## src/hpg_pkg.sv

```systemverilog
// Package for the Halton point generator: shared widths, prime base tables,
// register codes and the word types that travel between pipeline stages.
// Depends on nothing; every other file imports it.
package hpg_pkg;

  localparam int unsigned MaxDims      = 30;
  localparam int unsigned IndexBits    = 32;
  localparam int unsigned FractionBits = 32;
  localparam int unsigned DimBits      = 5;
  localparam int unsigned BaseBits     = 7;
  // b^m stays below 2^32 * 113, so 40 bits hold the reversed digits and scale
  localparam int unsigned AccBits      = 40;
  localparam int unsigned DigitSteps   = IndexBits;  // base 2 has the most digits

  // configuration register indexes
  typedef enum logic [1:0] {
    REG_DIM_COUNT   = 2'd0,
    REG_START_INDEX = 2'd1
  } hpg_reg_e;

  // prime base per dimension, padded to the full index range
  localparam logic [BaseBits-1:0] PRIME [32] = '{
    7'd2,  7'd3,  7'd5,  7'd7,  7'd11, 7'd13, 7'd17, 7'd19, 7'd23, 7'd29,
    7'd31, 7'd37, 7'd41, 7'd43, 7'd47, 7'd53, 7'd59, 7'd61, 7'd67, 7'd71,
    7'd73, 7'd79, 7'd83, 7'd89, 7'd97, 7'd101, 7'd103, 7'd107, 7'd109, 7'd113,
    7'd2,  7'd2
  };

  // extra shift k per base: 2^k < b <= 2^(k+1), so the reciprocal fits 32 bits
  localparam logic [2:0] RSHIFT [32] = '{
    3'd0, 3'd1, 3'd2, 3'd2, 3'd3, 3'd3, 3'd4, 3'd4, 3'd4, 3'd4,
    3'd4, 3'd5, 3'd5, 3'd5, 3'd5, 3'd5, 3'd5, 3'd5, 3'd6, 3'd6,
    3'd6, 3'd6, 3'd6, 3'd6, 3'd6, 3'd6, 3'd6, 3'd6, 3'd6, 3'd6,
    3'd0, 3'd0
  };

  // floor(2^(32+k) / b)
  localparam logic [31:0] RECIP [32] = '{
    32'((64'd1 << 32) / 64'd2),   32'((64'd1 << 33) / 64'd3),
    32'((64'd1 << 34) / 64'd5),   32'((64'd1 << 34) / 64'd7),
    32'((64'd1 << 35) / 64'd11),  32'((64'd1 << 35) / 64'd13),
    32'((64'd1 << 36) / 64'd17),  32'((64'd1 << 36) / 64'd19),
    32'((64'd1 << 36) / 64'd23),  32'((64'd1 << 36) / 64'd29),
    32'((64'd1 << 36) / 64'd31),  32'((64'd1 << 37) / 64'd37),
    32'((64'd1 << 37) / 64'd41),  32'((64'd1 << 37) / 64'd43),
    32'((64'd1 << 37) / 64'd47),  32'((64'd1 << 37) / 64'd53),
    32'((64'd1 << 37) / 64'd59),  32'((64'd1 << 37) / 64'd61),
    32'((64'd1 << 38) / 64'd67),  32'((64'd1 << 38) / 64'd71),
    32'((64'd1 << 38) / 64'd73),  32'((64'd1 << 38) / 64'd79),
    32'((64'd1 << 38) / 64'd83),  32'((64'd1 << 38) / 64'd89),
    32'((64'd1 << 38) / 64'd97),  32'((64'd1 << 38) / 64'd101),
    32'((64'd1 << 38) / 64'd103), 32'((64'd1 << 38) / 64'd107),
    32'((64'd1 << 38) / 64'd109), 32'((64'd1 << 38) / 64'd113),
    32'((64'd1 << 32) / 64'd2),   32'((64'd1 << 32) / 64'd2)
  };

  // word in the digit-reversal part of the pipeline
  typedef struct packed {
    logic [IndexBits-1:0] n;      // index still to be split into digits
    logic [AccBits-1:0]   acc;    // digits reversed so far
    logic [AccBits-1:0]   scale;  // b^(digits taken)
    logic [BaseBits-1:0]  rem;    // digit from the previous step
    logic                 dig;    // previous step produced a digit
    logic [DimBits-1:0]   dim;
    logic                 last;
  } hpg_digit_t;

  // word in the fraction-division part of the pipeline
  typedef struct packed {
    logic [AccBits:0]        rem;
    logic [AccBits-1:0]      scale;
    logic [FractionBits-1:0] quo;
    logic [DimBits-1:0]      dim;
    logic                    last;
  } hpg_div_t;

endpackage

```

## src/hpg_digit_stage.sv

```systemverilog
// One digit step of the base-b split: two register stages. The first
// multiplies by the base reciprocal and folds in the previous digit, the
// second corrects the quotient and yields the digit. Depends on hpg_pkg.
module hpg_digit_stage import hpg_pkg::*; (
  input  logic       clk_i,
  input  logic       rst_ni,
  input  logic       valid_i,
  input  hpg_digit_t word_i,
  output logic       valid_o,
  output hpg_digit_t word_o
);

  logic [BaseBits-1:0] base_a;
  logic                valid_a_q, valid_b_q;
  hpg_digit_t          word_a_q, word_a_d, word_b_q, word_b_d;
  logic [63:0]         prod_q;

  logic [BaseBits-1:0]  base_b;
  logic [IndexBits-1:0] q_est;
  logic [IndexBits-1:0] r_est;

  assign base_a = PRIME[word_i.dim];

  // fold the previous digit into the reversed value
  always_comb begin
    word_a_d = word_i;
    if (word_i.dig) begin
      word_a_d.acc   = AccBits'(word_i.acc * base_a) + AccBits'(word_i.rem);
      word_a_d.scale = AccBits'(word_i.scale * base_a);
    end
  end

  always_ff @(posedge clk_i) begin
    word_a_q <= word_a_d;
    prod_q   <= 64'(word_i.n) * 64'(RECIP[word_i.dim]);
    word_b_q <= word_b_d;
  end

  // quotient estimate is low by at most one; fix it and take the digit
  assign base_b = PRIME[word_a_q.dim];
  assign q_est  = IndexBits'(prod_q >> (7'd32 + 7'(RSHIFT[word_a_q.dim])));
  assign r_est  = word_a_q.n - IndexBits'(q_est * base_b);

  always_comb begin
    word_b_d     = word_a_q;
    word_b_d.dig = (word_a_q.n != '0);
    word_b_d.n   = q_est;
    word_b_d.rem = r_est[BaseBits-1:0];
    if (r_est >= IndexBits'(base_b)) begin
      word_b_d.n   = q_est + IndexBits'(1);
      word_b_d.rem = BaseBits'(r_est - IndexBits'(base_b));
    end
    if (word_a_q.n == '0) begin
      word_b_d.n   = '0;
      word_b_d.rem = '0;
    end
  end

  always_ff @(posedge clk_i or negedge rst_ni) begin
    if (!rst_ni) begin
      valid_a_q <= 1'b0;
      valid_b_q <= 1'b0;
    end else begin
      valid_a_q <= valid_i;
      valid_b_q <= valid_a_q;
    end
  end

  assign valid_o = valid_b_q;
  assign word_o  = word_b_q;

endmodule

```

## config.mk

```make
export PLATFORM = sky130hd
export DESIGN_NAME = hpg_digit_stage
export DESIGN_NICKNAME = d
export VERILOG_FILES = /design/src/hpg_pkg.sv /design/src/hpg_digit_stage.sv
export SDC_FILE = /design/constraint.sdc
export NUM_CORES = 2
export LEC_CHECK = 0
export ABC_CLOCK_PERIOD_IN_PS = 9550
export BUFFER_PORTS_ARGS = -buffer_cell sky130_fd_sc_hd__buf_2
export CAP_MARGIN = 5
export CORE_MARGIN = 1.5
export CORE_UTILIZATION = 40
export CTS_CLUSTER_DIAMETER = 80
export DETAILED_ROUTE_END_ITERATION = 16
export SYNTH_ARGS = -nofsm -noshare
export SYNTH_HDL_FRONTEND = slang
export SYNTH_SLANG_ARGS = --single-unit
```

## constraint.sdc

```tcl
create_clock -name clk_i -period 9.55 [get_ports clk_i]
set_input_delay 0.955 -clock clk_i [delete_from_list [all_inputs] [get_ports clk_i]]
set_output_delay 0.955 -clock clk_i [all_outputs]
set_load 0.02 [all_outputs]
```

==> reports/metrics.csv <==
metric,value,unit
outcome,completed,
yosys-top-cells-area,"fa_1, ha_1, dfxtp_1, inv_1, nand2_1",
wl,194.1,mm
clk_path_buf_depth,3,
drtIter0Drc,3411,
max_slew_margin,28.89,%
cts.sinks,278,
setup.worst_path.end_class,flip-flop,
die_h,406.0,um
rrSetupSlack,0.72,ns
ys_top_cells_by_count,"fa_1, inv_1, nand2_1",
synth_fp_nets,9260,
synth_area,0.06496,mm2
ys_seq_elements,278,
fin_crit,9.292,ns
synth_ff_type,dfxtp_1,
required,10.10,ns
critPathSlowestCell,fa_1,
holdWs,0.1003,ns
antenna_found_initial,19,
synth-edff-count,0,
hold_class,input pin to asynchronous set/reset pin,
critPathTopFamily,adder cells,
wl_per_cell,19.78,um
ctsHoldBuffers,0,
worst_pin_slew,1.060,ns
final_layout_size_suffix_gt1_share,12.83,%
ys_seq_area_share,8.583,%
drv_cap,0,
nets,9617,
startpoint_type,input pin,
cts_tree,yes,
htreeDepth,1,
grt_usage,23.75,%
setup-tns-final,0,ns
fillers,15480,
grt_pass1_wl,305.4,mm
rows,147,
grt_max_degree,52,
pre_cts_ws,-1.214,ns
start_util,40.36,%
die_area,0.1648,mm2
synth_most_common_cell,fa_1,
synthDistinctLibCells,106,
multi_input_area,0.05331,mm2
avgViaCountPerCell,5.160,
fin_worst_skew,0.01972,ns
fmax,107.6,MHz
hold_violations,0,
crit_path_max_incr_delay,0.57,ns
synth_top_cell_by_area,fa_1,
path_buf_inv,10,
seqCellArea,0.005577,mm2
drtAntennaViolNets,0,
insertion_delay,0.63,ns
slew_viol_final,0,
final_cells,9817,
worstPathMaxFanout,12,
io_pins,256,
synth-async-reset-ratio,0.7194,%
first_pass_iters,6,
dp_hpwl,160.6,mm
die_x,406.0,um
cts_buffers,31,
grt_overflow_total,0,
synth_warnings,0,
area_growth,12.56,%
place_congestion,0.9290,
fin_crit_sh,97.30,%
crit_top_cell,fa_1,
finalSetupViolations,0,
root_buffer,clkbuf_16,
synth_area_per_cell,8.945,um2
first_global_vias,53482,
clk_pin_slew_worst_paths,0.06,ns
core_area,0.1609,mm2
arrival,9.84,ns
vias,50655,
yosys.area.top_type_share,43.39,%
dp_cells,9728,
route.detailed.drc,0,
finalWorstSetupSlack,0.2583,ns
netlist_instances,7262,
port_buffers,255,
crit_type,input pin to flip-flop,
==> worst paths after layout <==
| check | start | to | cells past startpoint |
|---|---|---|---|
| worst max-delay path | word_i[1] | prod_q[60]$_DFF_P_ | 37 |
| max in group asynchronous | rst_ni | valid_o$_DFF_PN0_ | 1 |
| worst min register to register | word_a_q[41]$_DFF_P_ | word_o[41]$_DFF_P_ | 0 |
| worst min-delay path | rst_ni | valid_a_q$_DFF_PN0_ | 1 |
| min in group clk_i | word_a_q[41]$_DFF_P_ | word_o[41]$_DFF_P_ | 0 |
| worst max register to register | word_a_q[5]$_DFF_P_ | word_o[119]$_SDFF_PN0_ | 32 |
==> flip-flops by register name, summed over array words and instances (netlist names) <==
register   flops
word_o       126
word_a_q     118
prod_q        32
valid_a_q      1
valid_o        1
==> cell families (layout without fill, tap and decap cells) <==
| group | Yosys count | after routing | synth area share [%] |
|---|---|---|---|
| buf+inv | 1770 | 2150 | 10.40 |
| mux | 124 | 124 | 2.134 |
| flops | 278 | 278 | 8.583 |
| fa+ha+maj | 1869 | 1869 | 52.27 |
| xor+xnor | 147 | 147 | 2.034 |
| other cells | 0 | 13 | 0 |
| compound gates | 636 | 638 | 6.447 |
| simple gates | 2438 | 2438 | 18.13 |
==> final cells by class <==
type | instances | share of cell area [%]
inverter | 1397 | 7.177
sequential | 278 | 7.627
clock buffer | 36 | 1.141
clock inverter | 22 | 0.3936
timing repair buffer | 695 | 7.003
multi-input combinational | 5216 | 72.92
tap | 2160 | 3.696
antenna | 13 | 0.04449
==> worst register-to-register path: cells and delay by family, from the launching register on <==
kind                       cells  cell delay, ns
muxes                          1            0.18
xor gates and xnor gates       1            0.08
AOI/OAI and AO/OA              8            2.02
and+or+nand+nor               13            3.18
adders and majority gates      6            2.23
DFF                            1            0.75
buffers and inverters          3            0.27
==> metrics by stage <==
step	area (um2)	util, %
finish	73120	45.43
global route	73090	45.42
CTS	72510	45.05
detailed placement	71290	44.30
global placement	71290	44.30
floorplan	65000	-
==> layout by cell type, fill, tap and decap left out, types with 8 or more instances in the layout <==
master     instances
nor4_1            23
o21a_1            32
a21oi_1          158
xor2_1            29
buf_12            36
a21o_1            66
nor2b_1           71
nand2b_1          45
nand2_1         1169
dfxtp_1          275
mux2i_1           53
diode_2           13
or2_2              8
buf_2            252
a31oi_1           17
and2_1           674
fa_2               8
o41ai_1            9
a21boi_0          10
o21ai_0          111
or3_1             13
o211ai_1          15
and3_1            15
nand4_1           23
o21ai_1           17
clkbuf_16         34
ha_1             453
a21oi_2           17
o311ai_1          10
nor3_1            47
a211oi_1          21
nand3_1           73
xnor2_1          116
inv_1           1393
o31ai_1           19
nor2_1           200
buf_4            397
mux2_2            66
fa_1            1400
==> per-layer routing <==
metal	track usage (%)	up-vias	share of wire (%)
met1	33.55	25981	44
li1	-	22681	-
met5	0	-	0.049
met4	6.117	14	2.7
met2	38.86	1720	46
met3	2.507	259	6.8
==> timing repair <==
item / in CTS / in global routing
pin swaps: 1 / 40
gates cloned: 0 / 5
setup endpoints to repair: 14 / 13
resized for setup: 12 / 96
setup buffers: 1 / 15
Power is not shown: default switching activity piles up to over one toggle a cycle in this logic, so the estimate is an artifact.
