<file path="config.mk">
export PLATFORM = sky130hd
export DESIGN_NAME = hpg_div_stage
export DESIGN_NICKNAME = d
export VERILOG_FILES = /design/src/hpg_pkg.sv /design/src/hpg_div_stage.sv
export SDC_FILE = /design/constraint.sdc
export NUM_CORES = 1
export LEC_CHECK = 0
export CAP_MARGIN = 20
export CORE_MARGIN = 4
export CORE_UTILIZATION = 42
export CTS_BUF_LIST = sky130_fd_sc_hd__clkbuf_16
export DETAILED_ROUTE_END_ITERATION = 12
export DONT_BUFFER_PORTS = 1
export SYNTH_ARGS = -nofsm -noshare
export SYNTH_HDL_FRONTEND = slang
export SYNTH_SLANG_ARGS = --single-unit
</file>
<file path="constraint.sdc">
create_clock -name clk_i -period 0.9 [get_ports clk_i]
set_input_delay 0.09 -clock clk_i [delete_from_list [all_inputs] [get_ports clk_i]]
set_output_delay 0.09 -clock clk_i [all_outputs]
set_load 0.01 [all_outputs]
</file>
<file path="src/hpg_pkg.sv">
// Package for the Halton point generator: shared widths, prime base tables,
// register codes and the word types that travel between pipeline stages.
// Depends on nothing; every other file imports it.
package hpg_pkg;

  localparam int unsigned MaxDims      = 30;
  localparam int unsigned IndexBits    = 32;
  localparam int unsigned FractionBits = 32;
  localparam int unsigned DimBits      = 5;
  localparam int unsigned BaseBits     = 7;
  // b^m stays below 2^32 * 113, so 40 bits hold the reversed digits and scale
  localparam int unsigned AccBits      = 40;
  localparam int unsigned DigitSteps   = IndexBits;  // base 2 has the most digits

  // configuration register indexes
  typedef enum logic [1:0] {
    REG_DIM_COUNT   = 2'd0,
    REG_START_INDEX = 2'd1
  } hpg_reg_e;

  // prime base per dimension, padded to the full index range
  localparam logic [BaseBits-1:0] PRIME [32] = '{
    7'd2,  7'd3,  7'd5,  7'd7,  7'd11, 7'd13, 7'd17, 7'd19, 7'd23, 7'd29,
    7'd31, 7'd37, 7'd41, 7'd43, 7'd47, 7'd53, 7'd59, 7'd61, 7'd67, 7'd71,
    7'd73, 7'd79, 7'd83, 7'd89, 7'd97, 7'd101, 7'd103, 7'd107, 7'd109, 7'd113,
    7'd2,  7'd2
  };

  // extra shift k per base: 2^k < b <= 2^(k+1), so the reciprocal fits 32 bits
  localparam logic [2:0] RSHIFT [32] = '{
    3'd0, 3'd1, 3'd2, 3'd2, 3'd3, 3'd3, 3'd4, 3'd4, 3'd4, 3'd4,
    3'd4, 3'd5, 3'd5, 3'd5, 3'd5, 3'd5, 3'd5, 3'd5, 3'd6, 3'd6,
    3'd6, 3'd6, 3'd6, 3'd6, 3'd6, 3'd6, 3'd6, 3'd6, 3'd6, 3'd6,
    3'd0, 3'd0
  };

  // floor(2^(32+k) / b)
  localparam logic [31:0] RECIP [32] = '{
    32'((64'd1 << 32) / 64'd2),   32'((64'd1 << 33) / 64'd3),
    32'((64'd1 << 34) / 64'd5),   32'((64'd1 << 34) / 64'd7),
    32'((64'd1 << 35) / 64'd11),  32'((64'd1 << 35) / 64'd13),
    32'((64'd1 << 36) / 64'd17),  32'((64'd1 << 36) / 64'd19),
    32'((64'd1 << 36) / 64'd23),  32'((64'd1 << 36) / 64'd29),
    32'((64'd1 << 36) / 64'd31),  32'((64'd1 << 37) / 64'd37),
    32'((64'd1 << 37) / 64'd41),  32'((64'd1 << 37) / 64'd43),
    32'((64'd1 << 37) / 64'd47),  32'((64'd1 << 37) / 64'd53),
    32'((64'd1 << 37) / 64'd59),  32'((64'd1 << 37) / 64'd61),
    32'((64'd1 << 38) / 64'd67),  32'((64'd1 << 38) / 64'd71),
    32'((64'd1 << 38) / 64'd73),  32'((64'd1 << 38) / 64'd79),
    32'((64'd1 << 38) / 64'd83),  32'((64'd1 << 38) / 64'd89),
    32'((64'd1 << 38) / 64'd97),  32'((64'd1 << 38) / 64'd101),
    32'((64'd1 << 38) / 64'd103), 32'((64'd1 << 38) / 64'd107),
    32'((64'd1 << 38) / 64'd109), 32'((64'd1 << 38) / 64'd113),
    32'((64'd1 << 32) / 64'd2),   32'((64'd1 << 32) / 64'd2)
  };

  // word in the digit-reversal part of the pipeline
  typedef struct packed {
    logic [IndexBits-1:0] n;      // index still to be split into digits
    logic [AccBits-1:0]   acc;    // digits reversed so far
    logic [AccBits-1:0]   scale;  // b^(digits taken)
    logic [BaseBits-1:0]  rem;    // digit from the previous step
    logic                 dig;    // previous step produced a digit
    logic [DimBits-1:0]   dim;
    logic                 last;
  } hpg_digit_t;

  // word in the fraction-division part of the pipeline
  typedef struct packed {
    logic [AccBits:0]        rem;
    logic [AccBits-1:0]      scale;
    logic [FractionBits-1:0] quo;
    logic [DimBits-1:0]      dim;
    logic                    last;
  } hpg_div_t;

endpackage

</file>
<file path="src/hpg_div_stage.sv">
// One quotient bit of the fraction division acc * 2^32 / scale.
// Depends on hpg_pkg.
module hpg_div_stage import hpg_pkg::*; (
  input  logic     clk_i,
  input  logic     rst_ni,
  input  logic     valid_i,
  input  hpg_div_t word_i,
  output logic     valid_o,
  output hpg_div_t word_o
);

  logic     valid_q;
  hpg_div_t word_q, word_d;
  logic [AccBits:0] rem2;

  // shift the remainder, subtract when it reaches the scale
  always_comb begin
    rem2   = {word_i.rem[AccBits-1:0], 1'b0};
    word_d = word_i;
    word_d.quo = {word_i.quo[FractionBits-2:0], 1'b0};
    word_d.rem = rem2;
    if (rem2 >= {1'b0, word_i.scale}) begin
      word_d.rem    = rem2 - {1'b0, word_i.scale};
      word_d.quo[0] = 1'b1;
    end
  end

  always_ff @(posedge clk_i) begin
    word_q <= word_d;
  end

  always_ff @(posedge clk_i or negedge rst_ni) begin
    if (!rst_ni) begin
      valid_q <= 1'b0;
    end else begin
      valid_q <= valid_i;
    end
  end

  assign valid_o = valid_q;
  assign word_o  = word_q;

endmodule

</file>
==> impl_summary.txt <==
----------------------------------------------------
[Place]
  Port buffer count ... 0
  Total half-perimeter wirelength after legalization and detailed placement ... 11,670 microns
  Weighted congestion at the end of routability-driven global placement ... 0.8632

[STA]
  Number of setup violations in the final report ... 43
  Hold Vio Cnt, Final ... 3
  Period minus WS final ... 2.079 ns
  Unrepaired setup endpoints after global routing ... yes
  Worst path setup slack after routing ... -1.179 ns
  Transition time at the pin with the least slew margin ... 0.3746 ns
  Top achievable clock speed ... 0.4809 GHz
  Worst Hold Margin ... -0.3060 ns
  Final Cycle Share ... 231.0%
  Worst slew margin ... 74.38%
  Number of max-slew violations in the final report ... 0

[Yosys]
  Total nets after synthesis ... 689
  Area contributors post-synth ... sky130_fd_sc_hd__dfxtp_1 (45%), sky130_fd_sc_hd__ha_1 (9.4%), sky130_fd_sc_hd__mux2_2 (6.1%), sky130_fd_sc_hd__xnor2_1 (4.0%), sky130_fd_sc_hd__a21oi_1 (3.6%)
  Most used DFF post-synth ... sky130_fd_sc_hd__dfxtp_1
  Yosys top cell area share ... 44.77%
  Number of cells produced by synthesis ... 526
  Synth Cell Area ... 5321 sq um
  Count of flip-flops with a built-in enable after synthesis ... 0
  Top cell types by occurrence after synthesis ... sky130_fd_sc_hd__dfxtp_1 (119), sky130_fd_sc_hd__inv_1 (48), sky130_fd_sc_hd__ha_1 (40)
  Number of synthesis warnings ... 0
  Most frequent cell after synthesis ... sky130_fd_sc_hd__dfxtp_1
  Average instance area after synthesis ... 10.12 sq um
  Seq cells post-synth ... 120
  Post-synthesis async set-or-reset flop share ... 0.8333%
  Dominant cell type by area after synthesis ... sky130_fd_sc_hd__dfxtp_1
  Sequential area share after synthesis ... 45.24%
  Count of distinct cell types in the synthesized netlist ... 56

[Detailed routing]
  First-iteration detailed-routing DRC count ... 202
  Final antenna-violating net count ... 0
  First-pass iteration count of the detailed router ... 5
  Detail-routed via count per cell ... 4.931
  Total number of vias ... 4,847
  Routed length per placed instance ... 17.29 microns
  Total wire length after detailed routing ... 17,000 microns
  Detailed-route DRC error count ... 0

[Critical path]
  Bufs and invs on worst path ... 2
  Element type at the critical path end ... register
  Largest stage delay on the critical path ... 0.35 ns
  Critical path arrival ... 2.38 ns
  CP Launch Type ... input pin
  Highest-delay cell along the critical path ... sky130_fd_sc_hd__a221o_1
  Critical path cell sequence ... ha_4 -> nor2b_4 -> o211ai_2 -> a31oi_2 -> a21oi_2 -> o21ai_2 -> a221o_1 -> a41o_1 -> a21oi_4 -> inv_4 -> buf_12 -> mux2_4
  Cell type group with the largest total delay on the critical path ... compound AO/OA/AOI/OAI gates
  Maximum fanout encountered on the critical timing path ... 16
  Required time reported for the critical path endpoint ... 1.20 ns
  Crit path kind ... in2reg

[Run status]
  Status ... finished, violations left
  Violations in the final reports ... hold timing, setup timing

[Floorplan]
  Placement row count ... 40
  Core footprint ... 12,210 sq um
  Die height ... 120.6 microns
  Overall die area ... 14,530 sq um
  I/O Pins ... 242
  Effective utilization at floorplan ... 43.58%
  Die span in x ... 120.6 microns

[GRT]
  Fraction of met3 tracks used by global routing ... 6.688%
  Final global-route overflow total ... 0
  Antenna violations before repair ... 1
  Largest net degree at the start of global routing ... 17
  First-pass GRT wire length ... 26,450 microns
  Vias in the first global route ... 5,269
  Most heavily used metal layer in global routing ... met2
  Global-route total usage across every layer ... 23.10%
  Met1 Usage GRT ... 25.29%
  Fraction of met2 tracks used by global routing ... 42.12%

[Final layout]
  Post-layout utilization of the core ... 72.65%
  Synthesis-to-finish area growth ... 66.73%
  Ratio of cells with drive above 1 in the final layout ... 42.80%
  Filler cell count in the final layout ... 897
  Nets@finish ... 963

[Clock network]
  CTS Hold Bufs ... 118
  CTS H-Tree Depth ... 4
  Reg clk slew, reported paths ... 0.06 ns
  Number of buffers on the longest clock path ... 2
  TritonCTS Sinks ... 120
  Library cell used as clock root buffer ... sky130_fd_sc_hd__clkbuf_16
  Clock tree from TritonCTS ... done
  Total CTS buffers ... 17

[Pwr]
  PwrDens ... 1935 nW/um^2
  Lkg Pwr ... 3.972 nW
  Total design power ... 17.17 mW
  Worst vdd rail ir drop ... 1197 uV

[Flow run]
  Max capacitance violation total ... 0

[Min path]
  Classification of the worst-slack hold path ... in2reg

----------------------------------------------------
cells by family after synthesis:
| group | count (synthesis) | synth area share, % |
|---|---|---|
| multiplexers | 39 | 8.864 |
| flip-flops | 120 | 45.24 |
| XOR/XNOR | 36 | 5.925 |
| buffers and inverters | 67 | 5.196 |
| AO/OA/AOI/OAI | 127 | 16.04 |
| AND/OR/NAND/NOR | 96 | 8.958 |
| adder cells (fa/ha/maj) | 41 | 9.781 |
placed cells by master, fill, tap and decap left out, types with 17 or more instances in the layout:
master	count
sky130_fd_sc_hd__ha_1	24
sky130_fd_sc_hd__mux2_2	29
sky130_fd_sc_hd__nor2_1	22
sky130_fd_sc_hd__o21ai_0	17
sky130_fd_sc_hd__dfxtp_1	51
sky130_fd_sc_hd__dfxtp_2	68
sky130_fd_sc_hd__a21o_1	17
sky130_fd_sc_hd__clkbuf_16	17
sky130_fd_sc_hd__nand2_1	26
sky130_fd_sc_hd__xnor2_1	24
sky130_fd_sc_hd__buf_4	149
sky130_fd_sc_hd__inv_1	43
sky130_fd_sc_hd__dlygate4sd3_1	118
sky130_fd_sc_hd__a21oi_1	31
metal layers:
metal	up-vias	part of all wire (%)
met1	2250	39
met4	0	1.9
met2	172	53
li1	2399	-
met3	26	6.4
met5	-	0
per-stage QoR:
stage / std cells / worst slack (ns) / cell area, sq um / TNS (ns)
floorplan: 526 / -1.714 / 5460 / -66.42
global placement: 822 / -1.824 / 6694 / -69.14
detailed placement: 822 / -1.810 / 6694 / -72.00
CTS: 976 / -1.183 / 8665 / -46.95
global route: 982 / -1.282 / 8870 / -51.34
finish: 983 / -1.179 / 8872 / -47.37
area by class of cell:
cell class                 count  area (sq um)  share of cell area, %
clock buffer                  17         425.4                  4.795
timing repair buffer         273          2394                  26.98
antenna                        2         5.005                0.05641
inverter                      49         206.4                  2.327
multi-input combinational    339          2985                  33.65
clock inverter                15         153.9                  1.735
sequential                   120          2492                  28.09
tap                          168         210.2                  2.369
worst paths after layout:
| path | slack (ns) | cells past startpoint | endpoint | from |
|---|---|---|---|---|
| max in group asynchronous | 0.38 | 2 | valid_o | rst_ni |
| worst min-delay path | -0.31 | 0 | word_o[39] | word_i[39] |
| worst max-delay path | -1.18 | 12 | word_o[113] | word_i[78] |
| min in group asynchronous | 0.42 | 2 | valid_o | rst_ni |
registers in the layout, summed over array words and instances (netlist names):
register and count:
word_o 119, valid_o 1
report_power, final:
group | internal, mW | total, mW | switching, mW
logic | 2.35 | 3.95 | 1.60
clock network | 3.90 | 6.65 | 2.75
registers | 6.00 | 6.57 | 0.571
total | 12.3 | 17.2 | 4.92
timing repair:
item,4_1_cts,5_1_grt
setup endpoints to repair,57,97
resized for setup,41,75
hold endpoints to repair,120,3
buffers inserted,4,6
pin swaps,13,13
No activity file was read; power rests on OpenSTA's default activity.
