<file path="src/hpg_pkg.sv">
// Package for the Halton point generator: shared widths, prime base tables,
// register codes and the word types that travel between pipeline stages.
// Depends on nothing; every other file imports it.
package hpg_pkg;

  localparam int unsigned MaxDims      = 30;
  localparam int unsigned IndexBits    = 32;
  localparam int unsigned FractionBits = 32;
  localparam int unsigned DimBits      = 5;
  localparam int unsigned BaseBits     = 7;
  // b^m stays below 2^32 * 113, so 40 bits hold the reversed digits and scale
  localparam int unsigned AccBits      = 40;
  localparam int unsigned DigitSteps   = IndexBits;  // base 2 has the most digits

  // configuration register indexes
  typedef enum logic [1:0] {
    REG_DIM_COUNT   = 2'd0,
    REG_START_INDEX = 2'd1
  } hpg_reg_e;

  // prime base per dimension, padded to the full index range
  localparam logic [BaseBits-1:0] PRIME [32] = '{
    7'd2,  7'd3,  7'd5,  7'd7,  7'd11, 7'd13, 7'd17, 7'd19, 7'd23, 7'd29,
    7'd31, 7'd37, 7'd41, 7'd43, 7'd47, 7'd53, 7'd59, 7'd61, 7'd67, 7'd71,
    7'd73, 7'd79, 7'd83, 7'd89, 7'd97, 7'd101, 7'd103, 7'd107, 7'd109, 7'd113,
    7'd2,  7'd2
  };

  // extra shift k per base: 2^k < b <= 2^(k+1), so the reciprocal fits 32 bits
  localparam logic [2:0] RSHIFT [32] = '{
    3'd0, 3'd1, 3'd2, 3'd2, 3'd3, 3'd3, 3'd4, 3'd4, 3'd4, 3'd4,
    3'd4, 3'd5, 3'd5, 3'd5, 3'd5, 3'd5, 3'd5, 3'd5, 3'd6, 3'd6,
    3'd6, 3'd6, 3'd6, 3'd6, 3'd6, 3'd6, 3'd6, 3'd6, 3'd6, 3'd6,
    3'd0, 3'd0
  };

  // floor(2^(32+k) / b)
  localparam logic [31:0] RECIP [32] = '{
    32'((64'd1 << 32) / 64'd2),   32'((64'd1 << 33) / 64'd3),
    32'((64'd1 << 34) / 64'd5),   32'((64'd1 << 34) / 64'd7),
    32'((64'd1 << 35) / 64'd11),  32'((64'd1 << 35) / 64'd13),
    32'((64'd1 << 36) / 64'd17),  32'((64'd1 << 36) / 64'd19),
    32'((64'd1 << 36) / 64'd23),  32'((64'd1 << 36) / 64'd29),
    32'((64'd1 << 36) / 64'd31),  32'((64'd1 << 37) / 64'd37),
    32'((64'd1 << 37) / 64'd41),  32'((64'd1 << 37) / 64'd43),
    32'((64'd1 << 37) / 64'd47),  32'((64'd1 << 37) / 64'd53),
    32'((64'd1 << 37) / 64'd59),  32'((64'd1 << 37) / 64'd61),
    32'((64'd1 << 38) / 64'd67),  32'((64'd1 << 38) / 64'd71),
    32'((64'd1 << 38) / 64'd73),  32'((64'd1 << 38) / 64'd79),
    32'((64'd1 << 38) / 64'd83),  32'((64'd1 << 38) / 64'd89),
    32'((64'd1 << 38) / 64'd97),  32'((64'd1 << 38) / 64'd101),
    32'((64'd1 << 38) / 64'd103), 32'((64'd1 << 38) / 64'd107),
    32'((64'd1 << 38) / 64'd109), 32'((64'd1 << 38) / 64'd113),
    32'((64'd1 << 32) / 64'd2),   32'((64'd1 << 32) / 64'd2)
  };

  // word in the digit-reversal part of the pipeline
  typedef struct packed {
    logic [IndexBits-1:0] n;      // index still to be split into digits
    logic [AccBits-1:0]   acc;    // digits reversed so far
    logic [AccBits-1:0]   scale;  // b^(digits taken)
    logic [BaseBits-1:0]  rem;    // digit from the previous step
    logic                 dig;    // previous step produced a digit
    logic [DimBits-1:0]   dim;
    logic                 last;
  } hpg_digit_t;

  // word in the fraction-division part of the pipeline
  typedef struct packed {
    logic [AccBits:0]        rem;
    logic [AccBits-1:0]      scale;
    logic [FractionBits-1:0] quo;
    logic [DimBits-1:0]      dim;
    logic                    last;
  } hpg_div_t;

endpackage

</file>
<file path="src/hpg_sequencer.sv">
// Point sequencer: takes one point, forms the sequence index and issues one
// word per dimension into the pipeline. Depends on hpg_pkg.
module hpg_sequencer import hpg_pkg::*; (
  input  logic                 clk_i,
  input  logic                 rst_ni,
  input  logic                 start_i,
  input  logic [IndexBits-1:0] point_number_i,
  input  logic [DimBits-1:0]   dim_count_i,
  input  logic [IndexBits-1:0] start_index_i,
  output logic                 busy_o,
  output logic                 issue_valid_o,
  output hpg_digit_t           issue_o
);

  logic                 busy_q, busy_d;
  logic [IndexBits-1:0] n_q, n_d;
  logic [DimBits-1:0]   dim_q, dim_d;
  logic [DimBits-1:0]   cnt_q, cnt_d;
  logic                 issue_last;
  logic                 accept;

  assign issue_last = (dim_q == cnt_q - DimBits'(1));
  assign busy_o     = busy_q && !issue_last;
  assign accept     = start_i && !busy_o;

  // advance through the dimensions, take the next point on the last one
  always_comb begin
    busy_d = busy_q;
    n_d    = n_q;
    dim_d  = dim_q;
    cnt_d  = cnt_q;
    if (busy_q) begin
      dim_d = dim_q + DimBits'(1);
      if (issue_last) busy_d = 1'b0;
    end
    if (accept) begin
      n_d    = point_number_i + start_index_i;
      dim_d  = '0;
      cnt_d  = dim_count_i;
      busy_d = (dim_count_i != '0) && (dim_count_i <= DimBits'(MaxDims));
    end
  end

  always_ff @(posedge clk_i or negedge rst_ni) begin
    if (!rst_ni) begin
      busy_q <= 1'b0;
      dim_q  <= '0;
      cnt_q  <= DimBits'(1);
    end else begin
      busy_q <= busy_d;
      dim_q  <= dim_d;
      cnt_q  <= cnt_d;
    end
  end

  always_ff @(posedge clk_i) begin
    n_q <= n_d;
  end

  assign issue_valid_o = busy_q;
  always_comb begin
    issue_o       = '0;
    issue_o.n     = n_q;
    issue_o.scale = AccBits'(1);
    issue_o.dim   = dim_q;
    issue_o.last  = issue_last;
  end

endmodule

</file>
<file path="config.mk">
export PLATFORM = sky130hd
export DESIGN_NAME = hpg_sequencer
export DESIGN_NICKNAME = d
export VERILOG_FILES = /design/src/hpg_pkg.sv /design/src/hpg_sequencer.sv
export SDC_FILE = /design/constraint.sdc
export NUM_CORES = 1
export LEC_CHECK = 0
export BUFFER_PORTS_ARGS = -buffer_cell sky130_fd_sc_hd__buf_2
export CAP_MARGIN = 20
export CORE_UTILIZATION = 51
export DETAILED_ROUTE_END_ITERATION = 16
export PLACE_DENSITY = 0.88
export SYNTH_ARGS = -nofsm -noshare
export SYNTH_HDL_FRONTEND = slang
export SYNTH_SLANG_ARGS = --single-unit
</file>
<file path="constraint.sdc">
create_clock -name clk_i -period 3.8 [get_ports clk_i]
set_clock_uncertainty 0.1 [all_clocks]
set_input_delay 0.38 -clock clk_i [delete_from_list [all_inputs] [get_ports clk_i]]
set_output_delay 0.38 -clock clk_i [all_outputs]
set_load 0.02 [all_outputs]
</file>
==> results of run 1 <==
cell usage in the layout (no fill, tap or decap), types with 3 or more instances in the layout:
cell and count:
a21oi_1 29, a211oi_1 5, nand3_1 8, edfxtp_1 32
conb_1 88, o21ai_0 19, dfrtp_1 10, nor2_1 32
mux2_4 5, a31oi_1 7, xor2_1 10, ha_1 33
nor2b_1 3, nand4_1 6, xnor2_1 25, a21o_1 12
nand2b_1 5, o21a_1 6, inv_1 14, o31ai_1 4
o21bai_1 4, nand2_1 18, clkbuf_8 5, nor4_1 3
nor3_1 10, buf_2 111
worst register-to-register path: stages (launching register included):
cell       delay [ps]
dfstp_2           560
inv_1              50
ha_1              210
a311o_1           310
a2111oi_4         400
nand2b_1          190
and2_2            600
buf_12            240
cell families (layout without fill, tap and decap cells):
group / Yosys count / in the layout / share of synthesized area
buffers and inverters: 112 / 135 / 0.190
adder cells (fa/ha/maj): 34 / 34 / 0.108
flip-flops: 43 / 43 / 0.308
multiplexers: 6 / 6 / 0.0215
other: 2 / 88 / 0.00187
AO/OA/AOI/OAI: 107 / 107 / 0.182
XOR/XNOR: 35 / 35 / 0.0763
AND/OR/NAND/NOR: 95 / 95 / 0.113
where the power goes:
part | total [uW] | internal (uW) | switching [uW] | leakage [uW]
Clock | 291 | 128 | 163 | 0.0000418
Combinational | 1170 | 456 | 714 | 0.00162
Sequential | 817 | 714 | 103 | 0.000418
per-layer routing:
| metal | vias up | wire, microns | track usage |
|---|---|---|---|
| met5 | - | 0 | 0 |
| met1 | 1532 | 3490 | 0.235 |
| li1 | 1600 | - | - |
| met4 | 0 | 157 | 0.0793 |
| met3 | 13 | 560 | 0.0269 |
| met2 | 165 | 4440 | 0.396 |
registers in the layout, indices dropped and copies added, names as in the netlist:
signal / cells
dim_q: 5
cnt_q: 5
issue_valid_o: 1
n_q: 32
worst max path at each step:
| stage | start | to |
|---|---|---|
| final | cnt_q[0] | n_q[4] |
| after global placement | point_number_i[0] | n_q[30] |
| after detailed placement | point_number_i[0] | n_q[30] |
| after global routing | cnt_q[0] | n_q[9] |
| after floorplan | point_number_i[0] | n_q[28] |
| after CTS | cnt_q[0] | n_q[3] |
final cells by class:
class                      count  area (sq um)
clock inverter                 3          20.0
clock buffer                   5          68.8
tap                           99           124
inverter                      14          52.6
fill                         658          3020
timing repair buffer         113           586
multi-input combinational    365          2340
sequential                    43          1240
metrics by stage:
step | util | cell area, sq um | hold slack (ps)
finish | 0.595 | 4430 | 256
global route | 0.595 | 4430 | 254
CTS | 0.595 | 4430 | 248
detailed placement | 0.581 | 4330 | 166
global placement | 0.581 | 4330 | 158
floorplan | - | 4340 | -15.6
==> summary.md, run 1 <==
| Metric | Value |
|---|---|
| Die area | 8230 sq um |
| Final worst slack | 847 ps |
| Arrival @ worst endpoint | 2860 ps |
| Leakage Power | 0.00208 uW |
| Asr flop ratio synth | 0.256 |
| Hold Crit Depth | 2 |
| Area grow syn2layout | 10.3% |
| Clk root buf | clkbuf_8 |
| Slew HR | 0.545 |
| Cell area after technology mapping | 4020 sq um |
| Ys Warns | 0 |
| Die W | 90.7 microns |
| Critical R2R Launch | cnt_q[0] |
| Worst reg2reg setup slack | 850 ps |
| Bufs and invs on worst path | 2 |
| Max-slew violations | 0 |
| Port-buffer cells | 111 |
| Area share of the largest cell type after synthesis | 0.239 |
| CTS Buffer Depth | 2 |
| H-tree level count | 2 |
| N_diodes | 0 |
| Layout Nets | 648 |
| Clk pin slew, worst setup/hold paths | 80 ps |
| Share of the yosys chip area belonging to registers | 0.308 |
| Avg Cell Area, Syn | 9.25 sq um |
| Final Hold Vio Count | 0 |
| First-pass GRT wire length | 14.0 mm |
| Max stage delay cell, worst path | and2_2 |
| DR vias | 3,310 |
| Cell with the most instances after synthesis | buf_4 |
| Post-synth cell types | 52 |
| RSZ-0062 raised after global routing | false |
| Setup TNS | 0 ps |
| CTS tree | built |
| Core area | 7450 sq um |
| Hold buffers post-CTS | 1 |
| Fin cells | 642 |
| Pin count of the biggest net entering global routing | 28 |
| Worst Hold End | cnt_q[0] |
| Top cells by area, synth | edfxtp_1, buf_4, ha_1, dfrtp_1, xnor2_1 |
| Min cycle time layout | 2950 ps |
| Dpl ws | 700 ps |
| Total grt overflow | 0 |
| Critical path required time | 3710 ps |
| Max cap viols | 0 |
| Most common library cells after synthesis | buf_4, ha_1, edfxtp_1, nor2_1, a21oi_1 |
| End of the worst register-to-register path | n_q[4] |
| Post-CTS sizing | 0 |
| Boundary pin count | 200 |
| # setup viols final | 0 |
| Critical path launch point type | flip-flop |
| Fmax | 339 MHz |
| CTS Sinks | 43 |
| Routed Wire Length | 8.64 mm |
| Most common flop cell mapped by yosys | edfxtp_1 |
| Post-CTS Setup Bufs | 0 |
| Setup crit end kind | flip-flop |
| Status | finished clean |
| Antenna viol nets, final | 0 |
| Layout cell share with drive strength beyond 1 | 0.239 |
| Initial antenna violation count | 0 |
| Slowest cell delay on critical path | 600 ps |
| Post-synth EDFFs | 32 |
| Placed cells | 633 |
| Overall Global Routing Usage | 0.209 |
| Post-route DRC | 0 |
| Measured slew at the worst slew-check pin | 683 ps |
| Pre-antenna DRT Iters | 4 |
| Placer Congestion | 0.906 |
| Post-DP HPWL | 7.19 mm |
| Site Rows | 31 |
| Critical Path Stages | 7 |
| Chip height | 90.7 microns |
| Skew-Pair Late Insertion Delay | 290 ps |
| Number of buffers created by CTS | 5 |
| Hold Crit Start | dim_count_i[0] |
| Number of global-route vias before repair | 3,072 |
| Peak supply drop | 0.234 mV |
| Critical-path cell list | inv_1 > ha_1 > a311o_1 > a2111oi_4 > nand2b_1 > and2_2 > buf_12 |
| Vias per inst | 5.16 |
| Worst R2R Path Depth | 7 |
| Pwr Total | 2280 uW |
| CP max FO | 27 |
| FF+latch count, synth | 43 |
| Critical path type | flip-flop to flip-flop |
| First DRT Iteration DRCs | 150 |
| Pwr Density | 515 nW/um^2 |
| Effective utilization at floorplan | 0.539 |
| Routed wire per std cell | 13.5 microns |
| CP delay by family, top | simple AND/OR/NAND/NOR gates |
| Hold/Removal Path Class | primary input to flip-flop |
| Final period util | 0.777 |
| Syn Inst Count | 434 |
| Largest area contributor in the netlist | edfxtp_1 |
(Power assumes the default switching activity.)
==> inputs of run 2 (changes only) <==
- CORE_UTILIZATION: 51 -> 43
- PLACE_DENSITY: 0.88 -> 0.79
- clock period: 3.8 -> 2.4 ns (I/O delays scaled with it)
==> run 2 against run 1 <==
The run now ends with DRC left. Sequential cell count did not move. Design area is 12% higher. Critical path type is now flip-flop to primary output. Clock-buffer cell count is 1 higher. Clock power increased by 64%. Worst hold slack got worse by 150 ps. Register-to-register slack worse by 800 ps. Critical path depth is the same. Total power up 76%.
==> summary.md, run 2 (synthesized netlist as in run 1, its figures left out) <==
| Metric | Value |
|---|---|
| Worst R2R Path Depth | 7 (unchanged) |
| Min cycle time layout | 2370 ps |
| Number of global-route vias before repair | 3,351 (+9.1%) |
| Most frequent cells in the layout | buf_2, conb_1, buf_4 |
| Max stage delay cell, worst path | dfstp_2 |
| Port-buffer cells | 111 (unchanged) |
| H-tree level count | 2 (unchanged) |
| Final worst slack | 33.5 ps (-813 ps) |
| Die area | 9730 sq um (+18%) |
| Hold/Removal Path Class | primary input to flip-flop |
| Critical R2R Launch | cnt_q[0] |
| Post-route DRC | 1 (+1) |
| Chip height | 98.6 microns (+8.7%) |
| Critical path launch point type | flip-flop |
| End of the worst register-to-register path | n_q[2] |
| Internal | 2320 uW (+79%) |
| Combinational share of power | 0.560 (+0.046) |
| Boundary pin count | 200 (unchanged) |
| Power share of the sequential group | 0.321 (-0.038) |
| # setup viols final | 0 (unchanged) |
| DR vias | 3,595 (+8.6%) |
| N_diodes | 0 (unchanged) |
| Antenna viol nets, final | 0 (unchanged) |
| Fmax | 423 MHz |
| Die W | 98.6 microns (+8.7%) |
| Max cap viols | 0 (unchanged) |
| Overall Global Routing Usage | 0.193 (-0.0164) |
| Failing checks | DRC |
| Commonest non-fill, non-tap cell in the layout | buf_2 |
| Setup crit end kind | primary output |
| Post-DP HPWL | 7.77 mm (+8.0%) |
| Pre-antenna DRT Iters | 10 (+6) |
| Layout cell share with drive strength beyond 1 | 0.330 (+0.0906) |
| Pwr Density | 811 nW/um^2 (+58%) |
| Skew-Pair Late Insertion Delay | 290 ps (about the same) |
| Clk root buf | clkbuf_8 |
| First-pass GRT wire length | 15.0 mm (+7.7%) |
| Clk pin slew, worst setup/hold paths | 80 ps (about the same) |
| Routed wire per std cell | 13.8 microns (+2.3%) |
| Design Area, Final | 4950 sq um (+12%) |
| Final Hold Vio Count | 0 (unchanged) |
| Clk pwr share | 0.119 (-0.009) |
| RSZ-0062 raised after global routing | true |
| Core area | 8890 sq um (+19%) |
| CP max FO | 4 (-85%) |
| Hold Crit Depth | 2 (unchanged) |
| Max-slew violations | 0 (unchanged) |
| Largest Register | n_q |
| Status | finished, violations left |
| CTS Sinks | 43 (unchanged) |
| Pin count of the biggest net entering global routing | 15 (-46%) |
| Initial antenna violation count | 0 (unchanged) |
| First DRT Iteration DRCs | 166 (+11%) |
| Slowest cell delay on critical path | 540 ps (-60 ps) |
| Peak supply drop | 0.481 mV (+110%) |
| Critical path required time | 2060 ps (-1650 ps) |
| Hold Crit Start | dim_count_i[4] |
| Largest regs | n_q: 32 flops, cnt_q: 5 flops, dim_q: 5 flops |
| Total grt overflow | 0 (unchanged) |
| Placer Congestion | 0.903 (-0.33%) |
| Sw power | 1700 uW (+73%) |
| Critical-path cell list | inv_2 > ha_4 > a311o_1 > a2111oi_4 > nand2b_4 > inv_2 > buf_6 |
| Leakage Power | 0.00234 uW (+13%) |
| Placed Area | 4770 sq um (+10%) |
| CTS Buffer Depth | 2 (unchanged) |
| Critical path type | flip-flop to primary output |
| Number of buffers created by CTS | 5 (unchanged) |
| Switching portion of total power | 0.422 (-0.00773) |
| Area grow syn2layout | 23.2% |
| Layout Nets | 699 (+7.9%) |
| FILL cells | 782 (+19%) |
| Worst Hold End | cnt_q[4] |
| Dpl ws | -272 ps (-972 ps) |
| Arrival @ worst endpoint | 2030 ps (-830 ps) |
| CTS tree | built |
| Max reg flops | 32 (unchanged) |
| Vias per inst | 5.12 (-0.67%) |
| Effective utilization at floorplan | 0.452 (-0.0876) |
| Final period util | 0.986 |
| Routed Wire Length | 9.67 mm (+12%) |
| Worst reg2reg setup slack | 50 ps (-800 ps) |
| Most used cell, CP | inv_2 |
| Worst Setup SP | cnt_q[0] |
| Site Rows | 34 (+9.7%) |
run 2: worst max path at each step:
stage	slack, ps	endpoint	depth (start not counted)
floorplan	-60	cnt_q[1]	8
global placement	-200	n_q[28]	10
detailed placement	-270	n_q[28]	10
CTS	-30	busy_o	7
global route	-40	busy_o	7
finish	30	busy_o	7
run 2: worst max-delay path, delay by kind of cell, from the launching register on:
family | cells | cell delay [ps]
adder cells (fa/ha/maj) | 1 | 150
AND/OR/NAND/NOR | 1 | 210
AO/OA/AOI/OAI | 2 | 630
flip-flops | 1 | 540
buffers and inverters | 3 | 200
run 2: per-stage QoR:
step | total power [uW] | utilization | hold slack (ps) | setup TNS (ps) | cells
2_1_floorplan | 2850 | - | -156 | -290 | 520
5_1_grt | 4240 | 0.557 | 91.9 | -346 | 702
4_1_cts | 3990 | 0.551 | 91.6 | -85.5 | 701
3_3_place_gp | 3370 | 0.537 | 19.7 | -2070 | 689
6_report | 4010 | 0.557 | 101 | 0 | 702
3_5_place_dp | 3440 | 0.537 | 26.3 | -3640 | 689
run 2: final cells by class:
class,instances,area [sq um],area share
Clock buffer,6,72.6,0.0147
Inverter,14,52.6,0.0106
Multi-Input combinational cell,366,2450,0.496
Clock inverter,2,12.5,0.00253
Sequential cell,43,1240,0.250
Tap cell,108,135,0.0273
Timing Repair Buffer,163,983,0.199
run 2: layer usage:
layer / vias to the layer above / global-route usage / share of wire / routed length (microns)
met5: - / 0 / 0 / 0
met4: 0 / 0.0735 / 0.030 / 293
met3: 28 / 0.0262 / 0.065 / 633
met2: 197 / 0.368 / 0.52 / 5030
met1: 1667 / 0.216 / 0.38 / 3710
li1: 1703 / - / - / -
run 2: power by group through the flow:
| stage | combinational, uW | clock (uW) | sequential [uW] |
|---|---|---|---|
| 2_1_floorplan | 1320 | 0 | 1530 |
| 3_3_place_gp | 2080 | 0 | 1290 |
| 3_5_place_dp | 2130 | 0 | 1310 |
| 4_1_cts | 2210 | 489 | 1290 |
| 5_1_grt | 2410 | 514 | 1310 |
| 6_report | 2250 | 476 | 1290 |
run 2: what timing repair did:
action | CTS | global route
setup endpoints to repair | 36 | 50
hold buffers | 1 | 0
pin swaps | 2 | 4
gates resized for setup | 4 | 8
endpoints found under the hold margin | 11 | 0
gates cloned | 1 | 0
buffers inserted | 2 | 1
==> inputs of run 3 (changes only) <==
- BUFFER_PORTS_ARGS: -buffer_cell sky130_fd_sc_hd__buf_2 -> -buffer_cell sky130_fd_sc_hd__clkbuf_2
- CORE_UTILIZATION: 43 -> 51
- PLACE_DENSITY: 0.79 -> 0.88
- clock period: 2.4 -> 2.76 ns (I/O delays scaled with it)
==> run 3 against run 2 <==
The flow now finishes without violations. Total power down 17%. Cell count down 6.6%. Sequential share of layout area rose by 2.2 points. Worst hold slack better by 53 ps. Routed wire length is 5.4% lower. Critical path depth up 1. Via count decreased by 3.1%. Global-route usage is 2.5 points higher. Register-to-register slack gained 80 ps. Design area is 8.1% lower. Sequential power fell by 12%. Largest power group unchanged.
==> summary.md, run 3 (synthesized netlist as in run 1, its figures left out) <==
| Metric | Value |
|---|---|
| Skew-Pair Late Insertion Delay | 290 ps (about the same) |
| Pwr Total | 3310 uW (-17%) |
| Core area | 7450 sq um (-16%) |
| Clk pwr share | 0.151 (+0.032) |
| Switching portion of total power | 0.421 (-0.00142) |
| Power share of the sequential group | 0.343 (+0.022) |
| Status | finished clean |
| Hold/Removal Path Class | primary input to flip-flop |
| Post-route DRC | 0 (-1) |
| Number of global-route vias before repair | 3,178 (-5.2%) |
| Peak supply drop | 0.360 mV (-25%) |
| Initial antenna violation count | 0 (unchanged) |
| Combinational share of power | 0.506 (-0.054) |
| Number of buffers created by CTS | 5 (unchanged) |
| Sw power | 1390 uW (-18%) |
| Setup crit end kind | flip-flop |
| Pwr Density | 729 nW/um^2 (-10%) |
| Layout Nets | 662 (-5.3%) |
| Overall Global Routing Usage | 0.218 (+0.0251) |
| Critical path required time | 2850 ps (+790 ps) |
| Commonest non-fill, non-tap cell in the layout | clkbuf_2 |
| Effective utilization at floorplan | 0.539 (+0.0876) |
| Slew HR | 0.560 |
| Fmax | 380 MHz |
| FILL cells | 611 (-22%) |
| # setup viols final | 0 (unchanged) |
| Clk pin slew, worst setup/hold paths | 80 ps (about the same) |
| Max reg flops | 32 (unchanged) |
| Chip height | 90.7 microns (-8.0%) |
| Routed wire per std cell | 13.9 microns (+1.2%) |
| Post-DP HPWL | 7.36 mm (-5.3%) |
| Vias per inst | 5.31 (+3.6%) |
| Port-buffer cells | 111 (unchanged) |
| Measured slew at the worst slew-check pin | 660 ps |
| Area grow syn2layout | 13.2% |
| CTS tree | built |
| Final period util | 0.953 |
| Largest Register | n_q |
| CP max FO | 6 (+2) |
| Layout cell share with drive strength beyond 1 | 0.259 (-0.0714) |
| Critical path launch point type | flip-flop |
| CTS Sinks | 43 (unchanged) |
| Placed Area | 4420 sq um (-7.4%) |
| Placer Congestion | 0.906 (+0.30%) |
| CTS Buffer Depth | 2 (unchanged) |
| H-tree level count | 2 (unchanged) |
| Post-layout util | 0.611 (+0.0541) |
| Site Rows | 31 (-8.8%) |
| Most frequent cells in the layout | clkbuf_2, conb_1, ha_1 |
| Pre-antenna DRT Iters | 5 (-5) |
| DR vias | 3,482 (-3.1%) |
| Arrival @ worst endpoint | 2720 ps (+690 ps) |
| Antenna viol nets, final | 0 (unchanged) |
| RSZ-0062 raised after global routing | false |
| Setup TNS | 0 ps (unchanged) |
| Leakage Power | 0.00218 uW (-7.0%) |
| First-pass GRT wire length | 14.6 mm (-3.1%) |
| Largest regs | n_q: 32 flops, cnt_q: 5 flops, dim_q: 5 flops |
| Die W | 90.7 microns (-8.0%) |
| Final Hold Vio Count | 0 (unchanged) |
| Design Area, Final | 4550 sq um (-8.1%) |
| Critical path type | flip-flop to flip-flop |
| Final worst slack | 129 ps (+95.2 ps) |
| Boundary pin count | 200 (unchanged) |
| Die area | 8230 sq um (-15%) |
| Pin count of the biggest net entering global routing | 19 (+4) |
| Total grt overflow | 0 (unchanged) |
| Routed Wire Length | 9.15 mm (-5.4%) |
| Internal | 1920 uW (-17%) |
| Min cycle time layout | 2630 ps |
| N_diodes | 0 (unchanged) |
| Post-CTS Setup Bufs | 0 (-2) |
| First DRT Iteration DRCs | 222 (+34%) |
| Max cap viols | 0 (unchanged) |
| Clk root buf | clkbuf_8 |
| Max-slew violations | 0 (unchanged) |
| Dpl ws | -83.8 ps (+188 ps) |
-- run 3: cell count changes in the layout (fill, tap and decap cells not counted), sizes merged --
cell | before | now
clkbuf | 6 | 117
buf | 162 | 15
bufinv | 0 | 1
clkinv | 1 | 0
and2 | 3 | 2
-- run 3: layer usage --
layer  global-route usage  share of wire  vias to the layer above  routed length (microns)
li1                     -              -                     1626                        -
met1                0.248           0.40                     1653                     3630
met2                0.424           0.52                      189                     4790
met3               0.0177          0.062                       14                      565
met4               0.0672          0.017                        0                      159
met5                    0              0                        -                        0
-- run 3: final timing paths --
kind | endpoint | slack [ps] | cells after the start | start
setup / recovery | cnt_q[4] | 130 | 8 | cnt_q[0]
hold / removal | cnt_q[3] | 150 | 2 | dim_count_i[3]
setup reg to reg | cnt_q[4] | 130 | 8 | cnt_q[0]
hold reg to reg | cnt_q[4] | 440 | 1 | cnt_q[4]
max in group asynchronous | cnt_q[0] | 2000 | 2 | rst_ni
min in group asynchronous | dim_q[3] | 280 | 2 | rst_ni
-- run 3: repair_timing --
item / in CTS / in global routing
hold buffers: 1 / 0
endpoints found under the setup margin: 0 / 20
resized for setup: 0 / 2
endpoints found under the hold margin: 10 / 0
-- run 3: power by group through the flow --
stage | logic (uW) | clock network [uW] | registers [uW]
floorplan | 1090 | 0 | 1320
global placement | 1610 | 0 | 1140
detailed placement | 1650 | 0 | 1150
CTS | 1670 | 503 | 1140
global route | 1810 | 531 | 1160
finish | 1680 | 502 | 1140
-- run 3: metrics by stage --
stage                     hold slack, ps  instances
final                                155        656
after global routing                 155        656
after CTS                            151        656
after detailed placement            70.9        647
after global placement              60.7        647
after floorplan                     -120        520
-- run 3: area by class of cell --
type,instances,area (sq um),share of cell area
multi-input cells,365,2340,0.515
inverters,14,52.6,0.0116
well taps,99,124,0.0272
clock inverters,2,37.5,0.00825
repair buffers,127,682,0.150
flip-flops and latches,43,1240,0.272
clock buffers,6,72.6,0.0160
-- run 3: worst max-delay path, stage by stage (launching register included) --
cell and delay [ps]:
dfstp_2 580, inv_1 50, ha_1 220, a311o_1 310
a2111oi_4 390, nand2b_1 200, and2_4 210, buf_4 160
mux2_4 300
